<file path="src/rtl/cpu8x_pkg.sv">
package cpu8x_pkg;

    typedef enum logic [5:0] {
        OP_ORA = 6'd0,  OP_AND = 6'd1,  OP_EOR = 6'd2,  OP_ADC = 6'd3,
        OP_SBC = 6'd4,  OP_CMP = 6'd5,  OP_CPX = 6'd6,  OP_CPY = 6'd7,
        OP_BIT = 6'd8,  OP_ASL = 6'd9,  OP_LSR = 6'd10, OP_ROL = 6'd11,
        OP_ROR = 6'd12, OP_INC = 6'd13, OP_DEC = 6'd14, OP_LDA = 6'd15,
        OP_LDX = 6'd16, OP_LDY = 6'd17, OP_STA = 6'd18, OP_STX = 6'd19,
        OP_STY = 6'd20, OP_TAX = 6'd21, OP_TXA = 6'd22, OP_TAY = 6'd23,
        OP_TYA = 6'd24, OP_INX = 6'd25, OP_DEX = 6'd26, OP_INY = 6'd27,
        OP_DEY = 6'd28, OP_CLC = 6'd29, OP_SEC = 6'd30, OP_CLI = 6'd31,
        OP_SEI = 6'd32, OP_CLV = 6'd33, OP_CLD = 6'd34, OP_SED = 6'd35,
        OP_NOP = 6'd36
    } op_t;

    localparam int unsigned FLAG_C = 0;
    localparam int unsigned FLAG_Z = 1;
    localparam int unsigned FLAG_I = 2;
    localparam int unsigned FLAG_D = 3;
    localparam int unsigned FLAG_V = 6;
    localparam int unsigned FLAG_N = 7;

    typedef struct packed {
        logic [7:0] acc;
        logic [7:0] x;
        logic [7:0] y;
        logic [7:0] status;
    } regs_t;

    typedef struct packed {
        logic [5:0] req_type;
        logic [7:0] operand;
        logic       on_accumulator;
    } item_t;

endpackage

</file>
<file path="src/rtl/cpu8x_alu.sv">
module cpu8x_alu
    import cpu8x_pkg::*;
(
    input  item_t      item,
    input  regs_t      regs,
    output regs_t      regs_new,
    output logic [7:0] write_byte,
    output logic       write_enable
);

    op_t        op;
    logic [7:0] m_eff;
    logic [8:0] sum;
    logic [8:0] diff;
    logic [7:0] cmp_reg;
    logic [7:0] sh_in;
    logic [7:0] sh_res;
    logic       sh_c;
    logic       cin;

    assign op  = op_t'(item.req_type);
    assign cin = regs.status[FLAG_C];

    always_comb
    begin
        logic [7:0] zn_val;
        logic       zn_en;

        regs_new     = regs;
        write_byte   = 8'h00;
        write_enable = 1'b0;
        zn_val       = 8'h00;
        zn_en        = 1'b0;

        m_eff = (op == OP_SBC) ? ~item.operand : item.operand;
        sum   = {1'b0, regs.acc} + {1'b0, m_eff} + {8'h00, cin};

        case (op)
            OP_CPX:  cmp_reg = regs.x;
            OP_CPY:  cmp_reg = regs.y;
            default: cmp_reg = regs.acc;
        endcase
        diff = {1'b0, cmp_reg} + {1'b0, ~item.operand} + 9'd1;

        sh_in = item.on_accumulator ? regs.acc : item.operand;
        case (op)
            OP_ASL:
            begin
                sh_c   = sh_in[7];
                sh_res = {sh_in[6:0], 1'b0};
            end
            OP_LSR:
            begin
                sh_c   = sh_in[0];
                sh_res = {1'b0, sh_in[7:1]};
            end
            OP_ROL:
            begin
                sh_c   = sh_in[7];
                sh_res = {sh_in[6:0], cin};
            end
            default:
            begin
                sh_c   = sh_in[0];
                sh_res = {cin, sh_in[7:1]};
            end
        endcase

        case (op)
            OP_ORA:
            begin
                regs_new.acc = regs.acc | item.operand;
                zn_val = regs_new.acc;
                zn_en  = 1'b1;
            end
            OP_AND:
            begin
                regs_new.acc = regs.acc & item.operand;
                zn_val = regs_new.acc;
                zn_en  = 1'b1;
            end
            OP_EOR:
            begin
                regs_new.acc = regs.acc ^ item.operand;
                zn_val = regs_new.acc;
                zn_en  = 1'b1;
            end
            OP_ADC, OP_SBC:
            begin
                regs_new.acc            = sum[7:0];
                regs_new.status[FLAG_C] = sum[8];
                regs_new.status[FLAG_V] = ~(regs.acc[7] ^ m_eff[7])
                                          & (regs.acc[7] ^ sum[7]);
                zn_val = sum[7:0];
                zn_en  = 1'b1;
            end
            OP_CMP, OP_CPX, OP_CPY:
            begin
                regs_new.status[FLAG_C] = diff[8];
                zn_val = diff[7:0];
                zn_en  = 1'b1;
            end
            OP_BIT:
            begin
                regs_new.status[FLAG_Z] = ((regs.acc & item.operand) == 8'h00);
                regs_new.status[FLAG_N] = item.operand[7];
                regs_new.status[FLAG_V] = item.operand[6];
            end
            OP_ASL, OP_LSR, OP_ROL, OP_ROR:
            begin
                regs_new.status[FLAG_C] = sh_c;
                zn_val = sh_res;
                zn_en  = 1'b1;
                if (item.on_accumulator)
                begin
                    regs_new.acc = sh_res;
                end
                else
                begin
                    write_byte   = sh_res;
                    write_enable = 1'b1;
                end
            end
            OP_INC:
            begin
                write_byte   = item.operand + 8'd1;
                write_enable = 1'b1;
                zn_val = write_byte;
                zn_en  = 1'b1;
            end
            OP_DEC:
            begin
                write_byte   = item.operand - 8'd1;
                write_enable = 1'b1;
                zn_val = write_byte;
                zn_en  = 1'b1;
            end
            OP_LDA:
            begin
                regs_new.acc = item.operand;
                zn_val = item.operand;
                zn_en  = 1'b1;
            end
            OP_LDX:
            begin
                regs_new.x = item.operand;
                zn_val = item.operand;
                zn_en  = 1'b1;
            end
            OP_LDY:
            begin
                regs_new.y = item.operand;
                zn_val = item.operand;
                zn_en  = 1'b1;
            end
            OP_STA:
            begin
                write_byte   = regs.acc;
                write_enable = 1'b1;
            end
            OP_STX:
            begin
                write_byte   = regs.x;
                write_enable = 1'b1;
            end
            OP_STY:
            begin
                write_byte   = regs.y;
                write_enable = 1'b1;
            end
            OP_TAX:
            begin
                regs_new.x = regs.acc;
                zn_val = regs.acc;
                zn_en  = 1'b1;
            end
            OP_TXA:
            begin
                regs_new.acc = regs.x;
                zn_val = regs.x;
                zn_en  = 1'b1;
            end
            OP_TAY:
            begin
                regs_new.y = regs.acc;
                zn_val = regs.acc;
                zn_en  = 1'b1;
            end
            OP_TYA:
            begin
                regs_new.acc = regs.y;
                zn_val = regs.y;
                zn_en  = 1'b1;
            end
            OP_INX:
            begin
                regs_new.x = regs.x + 8'd1;
                zn_val = regs_new.x;
                zn_en  = 1'b1;
            end
            OP_DEX:
            begin
                regs_new.x = regs.x - 8'd1;
                zn_val = regs_new.x;
                zn_en  = 1'b1;
            end
            OP_INY:
            begin
                regs_new.y = regs.y + 8'd1;
                zn_val = regs_new.y;
                zn_en  = 1'b1;
            end
            OP_DEY:
            begin
                regs_new.y = regs.y - 8'd1;
                zn_val = regs_new.y;
                zn_en  = 1'b1;
            end
            OP_CLC: regs_new.status[FLAG_C] = 1'b0;
            OP_SEC: regs_new.status[FLAG_C] = 1'b1;
            OP_CLI: regs_new.status[FLAG_I] = 1'b0;
            OP_SEI: regs_new.status[FLAG_I] = 1'b1;
            OP_CLV: regs_new.status[FLAG_V] = 1'b0;
            OP_CLD: regs_new.status[FLAG_D] = 1'b0;
            OP_SED: regs_new.status[FLAG_D] = 1'b1;
            default: ;
        endcase

        if (zn_en)
        begin
            regs_new.status[FLAG_Z] = (zn_val == 8'h00);
            regs_new.status[FLAG_N] = zn_val[7];
        end
    end

endmodule

</file>
<file path="src/rtl/cpu8_alu_register_execute.sv">
// An accepted item goes to the input register, its result to the result
// register. Throughput: one item per cycle unless a valid result stalls;
// the ALU sits between the two, and A, X, Y and status live in the latter.
// Reset: rst_n clears A, X, Y, status and both valid flags asynchronously.
module cpu8_alu_register_execute
    import cpu8x_pkg::*;
(
    input  logic       clk,
    input  logic       rst_n,
    input  logic       req_valid,
    output logic       req_stall,
    input  logic [5:0] req_type,
    input  logic [7:0] operand,
    input  logic       on_accumulator,
    output logic       rsp_valid,
    input  logic       rsp_stall,
    output logic [7:0] write_byte,
    output logic       write_enable,
    output logic [7:0] acc_out,
    output logic [7:0] x_out,
    output logic [7:0] y_out,
    output logic [7:0] status_out
);

    logic       item_valid_reg;
    logic       item_valid_next;
    item_t      item_reg;
    logic       rsp_valid_reg;
    logic       rsp_valid_next;
    regs_t      regs_reg;
    regs_t      regs_next;
    logic [7:0] wbyte_reg;
    logic [7:0] wbyte_next;
    logic       we_reg;
    logic       we_next;
    logic       advance;
    logic       req_take;

    assign advance   = item_valid_reg && !(rsp_valid_reg && rsp_stall);
    assign req_stall = item_valid_reg && !advance;
    assign req_take  = req_valid && !req_stall;

    cpu8x_alu u_alu (
        .item         (item_reg),
        .regs         (regs_reg),
        .regs_new     (regs_next),
        .write_byte   (wbyte_next),
        .write_enable (we_next)
    );

    always_comb
    begin
        item_valid_next = req_stall ? item_valid_reg : req_valid;
        if (advance)
        begin
            rsp_valid_next = 1'b1;
        end
        else
        begin
            rsp_valid_next = rsp_valid_reg && rsp_stall;
        end
    end

    // hold the item while the result side is blocked
    always_ff @(posedge clk or negedge rst_n)
    begin
        if (!rst_n)
        begin
            item_valid_reg <= 1'b0;
            rsp_valid_reg  <= 1'b0;
            regs_reg       <= '0;
        end
        else
        begin
            item_valid_reg <= item_valid_next;
            rsp_valid_reg  <= rsp_valid_next;
            if (advance)
            begin
                regs_reg <= regs_next;
            end
        end
    end

    always_ff @(posedge clk)
    begin
        if (req_take)
        begin
            item_reg <= '{req_type: req_type, operand: operand,
                          on_accumulator: on_accumulator};
        end
        if (advance)
        begin
            wbyte_reg <= wbyte_next;
            we_reg    <= we_next;
        end
    end

    assign rsp_valid    = rsp_valid_reg;
    assign write_byte   = wbyte_reg;
    assign write_enable = we_reg;
    assign acc_out      = regs_reg.acc;
    assign x_out        = regs_reg.x;
    assign y_out        = regs_reg.y;
    assign status_out   = regs_reg.status;

endmodule

</file>
<file path="config.mk">
export PLATFORM = sky130hd
export DESIGN_NAME = cpu8_alu_register_execute
export DESIGN_NICKNAME = d
export VERILOG_FILES = /design/src/rtl/cpu8x_pkg.sv /design/src/rtl/cpu8x_alu.sv /design/src/rtl/cpu8_alu_register_execute.sv
export SDC_FILE = /design/constraint.sdc
export NUM_CORES = 1
export LEC_CHECK = 0
export BUFFER_PORTS_ARGS = -buffer_cell sky130_fd_sc_hd__buf_2
export CAP_MARGIN = 10
export CORE_ASPECT_RATIO = 1.75
export CORE_UTILIZATION = 33
export CTS_CLUSTER_DIAMETER = 200
export DETAILED_ROUTE_END_ITERATION = 6
export PLACE_DENSITY = 0.49
export REMOVE_ABC_BUFFERS = 1
export SLEW_MARGIN = 15
export SYNTH_ARGS = -nofsm -noshare
export SYNTH_HDL_FRONTEND = slang
export SYNTH_HIERARCHICAL = 1
export SYNTH_SLANG_ARGS = --single-unit
</file>
<file path="constraint.sdc">
create_clock -name clk -period 5.8 [get_ports clk]
set_input_delay 0.29 -clock clk [delete_from_list [all_inputs] [get_ports clk]]
set_output_delay 0.29 -clock clk [all_outputs]
set_load 0.02 [all_outputs]
</file>
# Word-level counts from Yosys, hierarchy flattened
# Index checks and enable logic that the tools add are counted.
[classes] n_shift=0 mux=24 add_sub_neg=10 bitwise=8 order_cmp=0 eq_ne=36 div_mod_pow=0 reduce_logical=34 n_mul=0
[op_table] op="$pmux W8 S16" count=1
[op_table] op="$eq A6 B5 Y1 const B" count=16
[op_table] op="$pmux W8 S4" count=2
[op_table] op="$pmux W8 S8" count=1
[op_table] op="$eq A6 B4 Y1 const B" count=8
[op_table] op="$pmux W8 S6" count=1
[op_table] op="$mux W8" count=4
[op_table] op="$reduce_or A25 Y1" count=1
[op_table] op="$add A8 B1 Y8 const B" count=3
[op_table] op="$eq A6 B3 Y1 const B" count=4
[op_table] op="$eq A6 B6 Y1 const B" count=4
[op_table] op="$pmux W8 S3" count=1
[op_table] op="$sub A8 B1 Y8 const B" count=3
[op_table] op="$add A8 B8 Y9" count=2
[op_table] op="$logic_not A8 Y1" count=2
[op_table] op="$pmux W8 S2" count=1
[op_table] op="$reduce_and A2 Y1" count=7
[op_table] op="$eq A6 B2 Y1 const B" count=2
[op_table] op="$add A9 B1 Y9" count=1
[op_table] op="$add A9 B1 Y9 const B" count=1
[op_table] op="$and A8 B8 Y8" count=1
[op_table] op="$mux W1" count=8
[op_table] op="$not A8 Y8" count=1
[op_table] op="$or A8 B8 Y8" count=1
[op_table] op="other kinds (22)" count=36
[word_totals] memories=0 latch_bits=0 register_bits=56 output_inout_bits=43 rom_bits=0 ramBits=0

# Logic depth before layout (Yosys ltp)
# Gate-level depths: netlist of run 1.
[depth] word_depth=7 depth_mapped=18 ltp_nobuf=15

# By module
# Netlist of run 1, hierarchy kept.
[modules_own_cells] module="cpu8x_alu" seq_area_each_um2=0.0 area_each_um2=4285.4 n_inst=1 cells_each=646
[modules_own_cells] module="cpu8_alu_register_execute" seq_area_each_um2=1571.5 area_each_um2=2013.2 n_inst=1 cells_each=99

# Least setup slack after synthesis of run 1
# OpenSTA, ideal clock, no wires.
[synth_timing] path_type="reg2reg" startpoint="register item_reg[9] in the netlist's numbering" endpoint="register regs_reg, in the netlist status_out[7]" arrival_time_ps=4010 path_slack_ps=1665 setup_ps=125 required_ps=5675 stages_incl_launch_ff=16 n_path_buf=3 path_cell_list="edfxtp_1 -> clkbuf_1 -> clkbuf_1 -> nor2_1 -> clkbuf_1 -> nand3_1 -> xnor2_1 -> ha_1 -> nor2b_1 -> o31a_1 -> o41ai_1 -> mux2i_1 -> nand3_1 -> or4_1 -> nand2b_1 -> mux2_2"
[synth_lines] item="start, declared" line="cpu8_alu_register_execute.sv:27" rtl="item_t item_reg;"
[synth_lines] item="start signal, assigned" line="cpu8_alu_register_execute.sv:88" rtl="item_reg <= '{req_type: req_type, operand: operand,"
[synth_lines] item="end signal, assigned" line="cpu8_alu_register_execute.sv:79" rtl="regs_reg <= regs_next;"
[synth_lines] item="end, declared" line="cpu8_alu_register_execute.sv:30" rtl="regs_t regs_reg;"

==> results of run 1 <==
==> placed cells by master (no fill, tap or decap), types with 9 or more instances in the layout <==
cell type and count:
ha_1 38, a22oi_1 12, nor4_1 10, o211ai_1 16, nand4_1 10, clkbuf_16 9, a221oi_1 16, buf_2 61
nand3_1 27, nor3_1 19, a21oi_1 21, a222oi_1 13, inv_1 36, mux2i_1 13, nor2b_1 12, dfrtp_1 34
mux2_2 32, nor2_1 56, o21ai_0 39, edfxtp_1 24, nand2b_1 9, nand2_1 67, xnor2_1 15, buf_4 12
==> routing by layer <==
layer  vias to the layer above  routed length [µm]  share of wire, %
met2                       357               14100                49
li1                       2927                   -                 -
met5                         -                   0                 0
met3                       129                1720               5.9
met4                         0                2590               8.9
met1                      3295               10500                36
==> stage by stage <==
stage / util (%) / total power (µW) / cells / instance area [µm²] / hold WS (ns)
after floorplan: - / 1690 / 688 / 6040 / -0.00559
after global placement: 36.1 / 2300 / 999 / 6730 / 0.464
after detailed placement: 36.1 / 2310 / 999 / 6730 / 0.468
after CTS: 37.6 / 2850 / 1014 / 7020 / 0.110
after global routing: 37.6 / 3020 / 1014 / 7020 / 0.113
final: 37.6 / 2870 / 1014 / 7020 / 0.0629
==> Yosys cell counts, drive strengths merged, types with 9 or more instances <==
master,number
a21oi,21
a221oi,16
a222oi,13
a22oi,12
buf,11
clkbuf,46
dfrtp,34
edfxtp,24
ha,38
inv,36
mux2,33
mux2i,13
nand2,68
nand2b,9
nand3,27
nand4,10
nor2,56
nor2b,12
nor3,19
nor4,11
o211ai,16
o21ai,40
xnor2,15
==> power by group through the flow <==
stage	Clock, µW	Combinational (µW)	Sequential (µW)
floorplan	0	822	864
global placement	0	1370	936
detailed placement	0	1370	935
CTS	540	1380	926
global route	551	1510	957
finish	527	1410	940
==> cell families (layout without fill, tap and decap cells) <==
| group | Yosys count | after routing | share of synthesized area [%] |
|---|---|---|---|
| flops | 58 | 58 | 25.0 |
| simple gates | 271 | 271 | 22.8 |
| compound gates | 212 | 212 | 25.3 |
| mux | 50 | 50 | 9.40 |
| xor+xnor | 20 | 20 | 2.78 |
| fa+ha+maj | 41 | 41 | 8.50 |
| buf+inv | 93 | 124 | 6.26 |
==> worst register-to-register path, delay by kind of cell, from the launching register on <==
| kind | cells | cell delay, ns |
|---|---|---|
| adder cells (fa/ha/maj) | 1 | 0.27 |
| multiplexers | 2 | 0.53 |
| flip-flops | 1 | 0.86 |
| AO/OA/AOI/OAI | 2 | 0.72 |
| XOR/XNOR | 1 | 0.38 |
| AND/OR/NAND/NOR | 6 | 1.94 |
==> area by class of cell <==
cell class | count | area [µm²]
repair buffers | 73 | 395
clock inverters | 6 | 58.8
flip-flops and latches | 58 | 1570
inverters | 36 | 135
fillers | 1969 | 11600
clock buffers | 9 | 225
multi-input cells | 594 | 4330
well taps | 238 | 298
==> final timing paths <==
path / from / end / cells past startpoint
max in group asynchronous: rst_n / acc_out[3]$_DFFE_PN0P_ / 1
min in group clk: operand[0] / item_reg[1]$_DFFE_PP_ / 1
min reg2reg: item_valid_reg$_DFFE_PN0N_ / rsp_valid$_DFF_PN0_ / 1
min: rst_n / rsp_valid$_DFF_PN0_ / 1
max: item_reg[11]$_DFFE_PP_ / status_out[7]$_DFFE_PN0P_ / 12
max reg2reg: item_reg[11]$_DFFE_PP_ / status_out[7]$_DFFE_PN0P_ / 12
==> flow_summary_export.csv, run 1 <==
group,metric,value,unit
power,power_density,409,mW/mm²
grt,grt_overflow,0,
power,p_clk_share,18.3,%
timing,fmax,0.207,GHz
run_status,status,"finished clean",
yosys,yosysSeqAreaShare,25.0,%
grt,busiest_layer,"met2",
worst_setup_path,cp_slowest_cell,"edfxtp_1",
drt,vias,6708,
drt,routedWlPerCell,28.6,µm
worst_setup_path,ff2ff_setup_slack,0.98,ns
grt,grt_first_pass_wirelength,42900,µm
yosys,synth_flop_cell,"dfrtp_1",
worst_setup_path,crit_fanout,29,
grt,antenna_found_initial,0,
clock_tree,cts_setup_buffers,0,
worst_setup_path,crit_required,6.03,ns
timing,slew_headroom,19.8,%
clock_tree,insertion_delay,0.34,ns
grt,track_usage,30.3,%
timing,fin_tns_setup,0,ns
place,place_ws,1.08,ns
place,gp_congestion,1.01,
yosys,ys_warn_count,6,
clock_tree,cts.path.max_buffers,2,
power,swShare,49.9,%
yosys,synth_top_cell_area_share,13.5,%
drt,drt_pass1_iterations,6,
power,pwr-share-seq,32.7,%
worst_setup_path,critPathKind,"reg2reg",
timing,period_share,83.2,%
yosys,syn-instance-count,745,
worst_setup_path,crit_path_end_kind,"flop",
yosys,synth_area_leader_cell,"dfrtp_1",
power,p_int,1440,µW
worst_hold_path,hold_path_class,"in2async",
power,leakagePower,0.00279,µW
clock_tree,cts_resized,0,
floorplan,die_y,185,µm
timing,setup_ws,0.977,ns
clock_tree,clk_pin_slew,0.05,ns
clock_tree,cts_max_level,3,
grt,first_global_vias,6740,
cells_and_area,layout.nets,832,
drt,drc,0,
job,max_cap_viol_count,0,
place,port_buffers,61,
worst_setup_path,arrival,5.05,ns
yosys,ys_ff_latch,58,
clock_tree,cts_buffers,9,
drt,wirelength,29000,µm
cells_and_area,drive_gt1_share,18.2,%
floorplan,fp.dieW,106,µm
cells_and_area,syn2layout_area_growth,11.4,%
worst_setup_path,path_cells,"nor2b_1, nand3_1, xnor2_1, ha_1, nor2b_1, o31a_1, o41ai_1, mux2i_1, nand3_1, or4_1, nand2b_1, mux2_2",
place,dp_hpwl,20800,µm
drt,viasPerCell,6.62,
worst_setup_path,crit_family,"simple AND/OR/NAND/NOR gates",
power,peakVddDrop,0.179,mV
timing,tightest_slew,1.19,ns
power,p_comb_share,49.0,%
grt,use_met3,4.81,%
yosys,synth.avg_cell_area,8.45,µm²
timing,hold_viol,0,
worst_setup_path,cpPeakStageDelay,0.86,ns
floorplan,dieArea,0.0197,mm²
floorplan,initial_core_util,33.7,%
clock_tree,cts-root-buf,"clkbuf_16",
clock_tree,cts_hold_buf,0,
yosys,yosys.cell_types.count,82,
timing,skew,0.00811,ns
floorplan,ios,62,
timing,setup_violations,0,
grt,grt_max_degree,42,
yosys,async_flop_share,58.6,%
yosys,synth-edff-count,24,
timing,fin_crit,4.82,ns
worst_setup_path,crit_path_start_kind,"flop",
drt,drt-initial-drc-count,741,
floorplan,placement_rows,66,
cells_and_area,largest_reg_flops,15,
yosys,syn-cell-area,0.00630,mm²
grt,met2_usage,50.8,%
timing,rsz0062_at_grt,"no",
cells_and_area,antennaDiodeCount,0,
drt,final_antenna_net_count,0,
worst_setup_path,path_buf_inv,0,
floorplan,core_area,0.0187,mm²
grt,use_met1,33.4,%
clock_tree,cts_tree,"done",
timing,slew_viol_final,0,
power,p_switching,1430,µW
clock_tree,clock-sinks,58,
yosys,synth_area_leaders,"dfrtp_1 14%, edfxtp_1 11%, ha_1 7.5%",
Note: power is estimated with default switching activity, not from simulation.
==> inputs of run 2 (changes only) <==
Settings changed: PLACE_DENSITY 0.49 to 0.5.
Clock period 5.8 ns to 3.9 ns, I/O delays scaled along.
==> flow_summary_export.csv, run 2 (same netlist as run 1, synthesis figures left out) <==
group,metric,value,unit
run_status,status,"complete, but fails checks",
power,pwr-share-seq,25.2,%
power,leakagePower,0.00301,µW
drt,wl_met1,10900,µm
worst_setup_path,critPathKind,"reg2reg",
worst_setup_path,cpPeakStageDelay,0.61,ns
grt,grt_max_degree,36,
clock_tree,cts_tree,"done",
timing,skew,0.00518,ns
drt,wirelength,30800,µm
power,peakVddDrop,0.414,mV
clock_tree,clock-sinks,58,
drt,wl_met2,15400,µm
place,dp_hpwl,23500,µm
worst_setup_path,crit_required,4.13,ns
cells_and_area,syn2layout_area_growth,17.2,%
cells_and_area,post-route-util,39.5,%
worst_setup_path,crit_fanout,8,
cells_and_area,mostFrequentLayoutCells,"67 x nand2_1, 61 x buf_2, 55 x nor2_1",
worst_setup_path,path_cells,"nor2b_2, nand3_1, buf_4, xnor2_1, ha_1, nor2b_1, o31a_1, o41ai_2, mux2i_1, nand3_1, or4_1, nand2b_1, mux2_2",
clock_tree,insertion_delay,0.34,ns
grt,track_usage,31.9,%
drt,final_antenna_net_count,0,
drt,drc,7,
clock_tree,cts_resized,0,
drt,viasPerCell,6.52,
timing,slew_viol_final,0,
drt,maxUsedRoutingLayer,"met4",
cells_and_area,largest_reg_flops,15,
grt,antenna_found_initial,0,
timing,tightest_slew,0.937,ns
grt,grt_overflow,0,
clock_tree,cts_hold_buf,0,
clock_tree,cts_setup_buffers,0,
run_status,violations,"DRC, hold timing",
drt,wl_met3,1970,µm
floorplan,initial_core_util,33.7,%
timing,hold_viol,9,
clock_tree,cts-root-buf,"clkbuf_16",
drt,drt_pass1_iterations,7,
worst_setup_path,crit_path_start_kind,"flop",
floorplan,placement_rows,66,
worst_setup_path,crit_path_end_kind,"flop",
drt,routedWlPerCell,29.2,µm
worst_setup_path,r2r_cells,13,
power,p_int,2290,µW
timing,setup_violations,0,
grt,grt_first_pass_wirelength,44900,µm
floorplan,fp.dieW,106,µm
power,power_density,610,mW/mm²
worst_setup_path,arrival,3.92,ns
clock_tree,clk_pin_slew,0.05,ns
timing,whs,-0.00958,ns
timing,fin_tns_setup,0,ns
worst_setup_path,cp_slowest_cell,"or4_1",
floorplan,die_y,185,µm
worst_setup_path,r2r_start,"item_reg[12]$_DFFE_PP_",
worst_setup_path,worstReg2RegEnd,"status_out[7]$_DFFE_PN0P_",
cells_and_area,final_area,0.00738,mm²
cells_and_area,seq_area,0.00157,mm²
cells_and_area,layout_commonest_cell,"nand2_1",
power,power,4500,µW
cells_and_area,drive_gt1_share,23.2,%
place,gp_congestion,1.01,
power,p_comb_share,57.3,%
place,place_area,0.00706,mm²
job,max_cap_viol_count,0,
power,p_clk_share,17.5,%
worst_setup_path,ff2ff_setup_slack,0.20,ns
timing,fmax,0.271,GHz
cells_and_area,nFillCells,1956,
grt,first_global_vias,6874,
cells_and_area,antennaDiodeCount,0,
timing,slew_headroom,37.4,%
timing,fin_crit,3.70,ns
place,place_ws,0.0621,ns
cells_and_area,multi_input_area,0.00437,mm²
floorplan,ios,62,
drt,vias,6892,
floorplan,core_area,0.0187,mm²
floorplan,dieArea,0.0197,mm²
worst_setup_path,critPathMostFrequentCell,"nand3_1",
cells_and_area,layout.nets,875,
clock_tree,cts_max_level,3,
timing,setup_ws,0.204,ns
place,port_buffers,61,
clock_tree,cts_buffers,9,
clock_tree,cts.path.max_buffers,2,
timing,period_share,94.8,%
power,p_switching,2210,µW
power,swShare,49.0,%
drt,drt-initial-drc-count,826,
timing,rsz0062_at_grt,"no",
worst_hold_path,hold_path_class,"in2async",
==> run 2: cell count changes in the layout (fill, tap and decap cells not counted), sizes merged <==
cell / previous run / this run
buf: 73 / 116
clkbuf: 9 / 11
clkinvlp: 2 / 0
==> run 2: worst max-delay path by stage <==
| stage | startpoint | to | cells past startpoint |
|---|---|---|---|
| after floorplan | item_reg[9]$_DFFE_PP_ | status_out[7]$_DFFE_PN0P_ | 12 |
| final | item_reg[12]$_DFFE_PP_ | status_out[7]$_DFFE_PN0P_ | 13 |
| after CTS | item_reg[12]$_DFFE_PP_ | status_out[1]$_DFFE_PN0P_ | 14 |
| after global routing | item_reg[12]$_DFFE_PP_ | status_out[1]$_DFFE_PN0P_ | 14 |
| after global placement | item_reg[12]$_DFFE_PP_ | status_out[1]$_DFFE_PN0P_ | 14 |
| after detailed placement | item_reg[12]$_DFFE_PP_ | status_out[1]$_DFFE_PN0P_ | 14 |
==> run 2: power by group through the flow <==
stage / clock [µW] / combinational [µW] / sequential (µW)
2_1_floorplan: 0 / 1220 / 1280
3_3_place_gp: 0 / 2470 / 1140
3_5_place_dp: 0 / 2500 / 1140
4_1_cts: 808 / 2520 / 1130
5_1_grt: 832 / 2760 / 1150
6_report: 788 / 2580 / 1130
==> run 2: through the flow <==
| step | cells | hold WS [ns] |
|---|---|---|
| after floorplan | 688 | -0.101 |
| after global placement | 1042 | 0.373 |
| after detailed placement | 1042 | 0.373 |
| after CTS | 1057 | 0.0131 |
| after global routing | 1057 | 0.0128 |
| final | 1057 | -0.00958 |
==> run 2: cell type report <==
class | count | share of cell area [%]
multi-input cells | 594 | 59.2
flip-flops and latches | 58 | 21.3
repair buffers | 116 | 9.78
well taps | 238 | 4.03
clock buffers | 11 | 3.29
inverters | 36 | 1.83
clock inverters | 4 | 0.576
==> run 2: layer usage <==
layer  up-vias  global-route usage, %
met2       373                   55.1
li1       3008                      -
met1      3392                   34.5
met3       119                   5.27
met4         0                   24.7
met5         -                      0
==> run 2: critical path: cells and delay by family, from the launching register on <==
| family | cells | cell delay, ns |
|---|---|---|
| AND/OR/NAND/NOR | 6 | 1.36 |
| AO/OA/AOI/OAI | 2 | 0.60 |
| multiplexers | 2 | 0.50 |
| flip-flops | 1 | 0.40 |
| adder cells (fa/ha/maj) | 1 | 0.28 |
| XOR/XNOR | 1 | 0.24 |
| buffers and inverters | 1 | 0.20 |
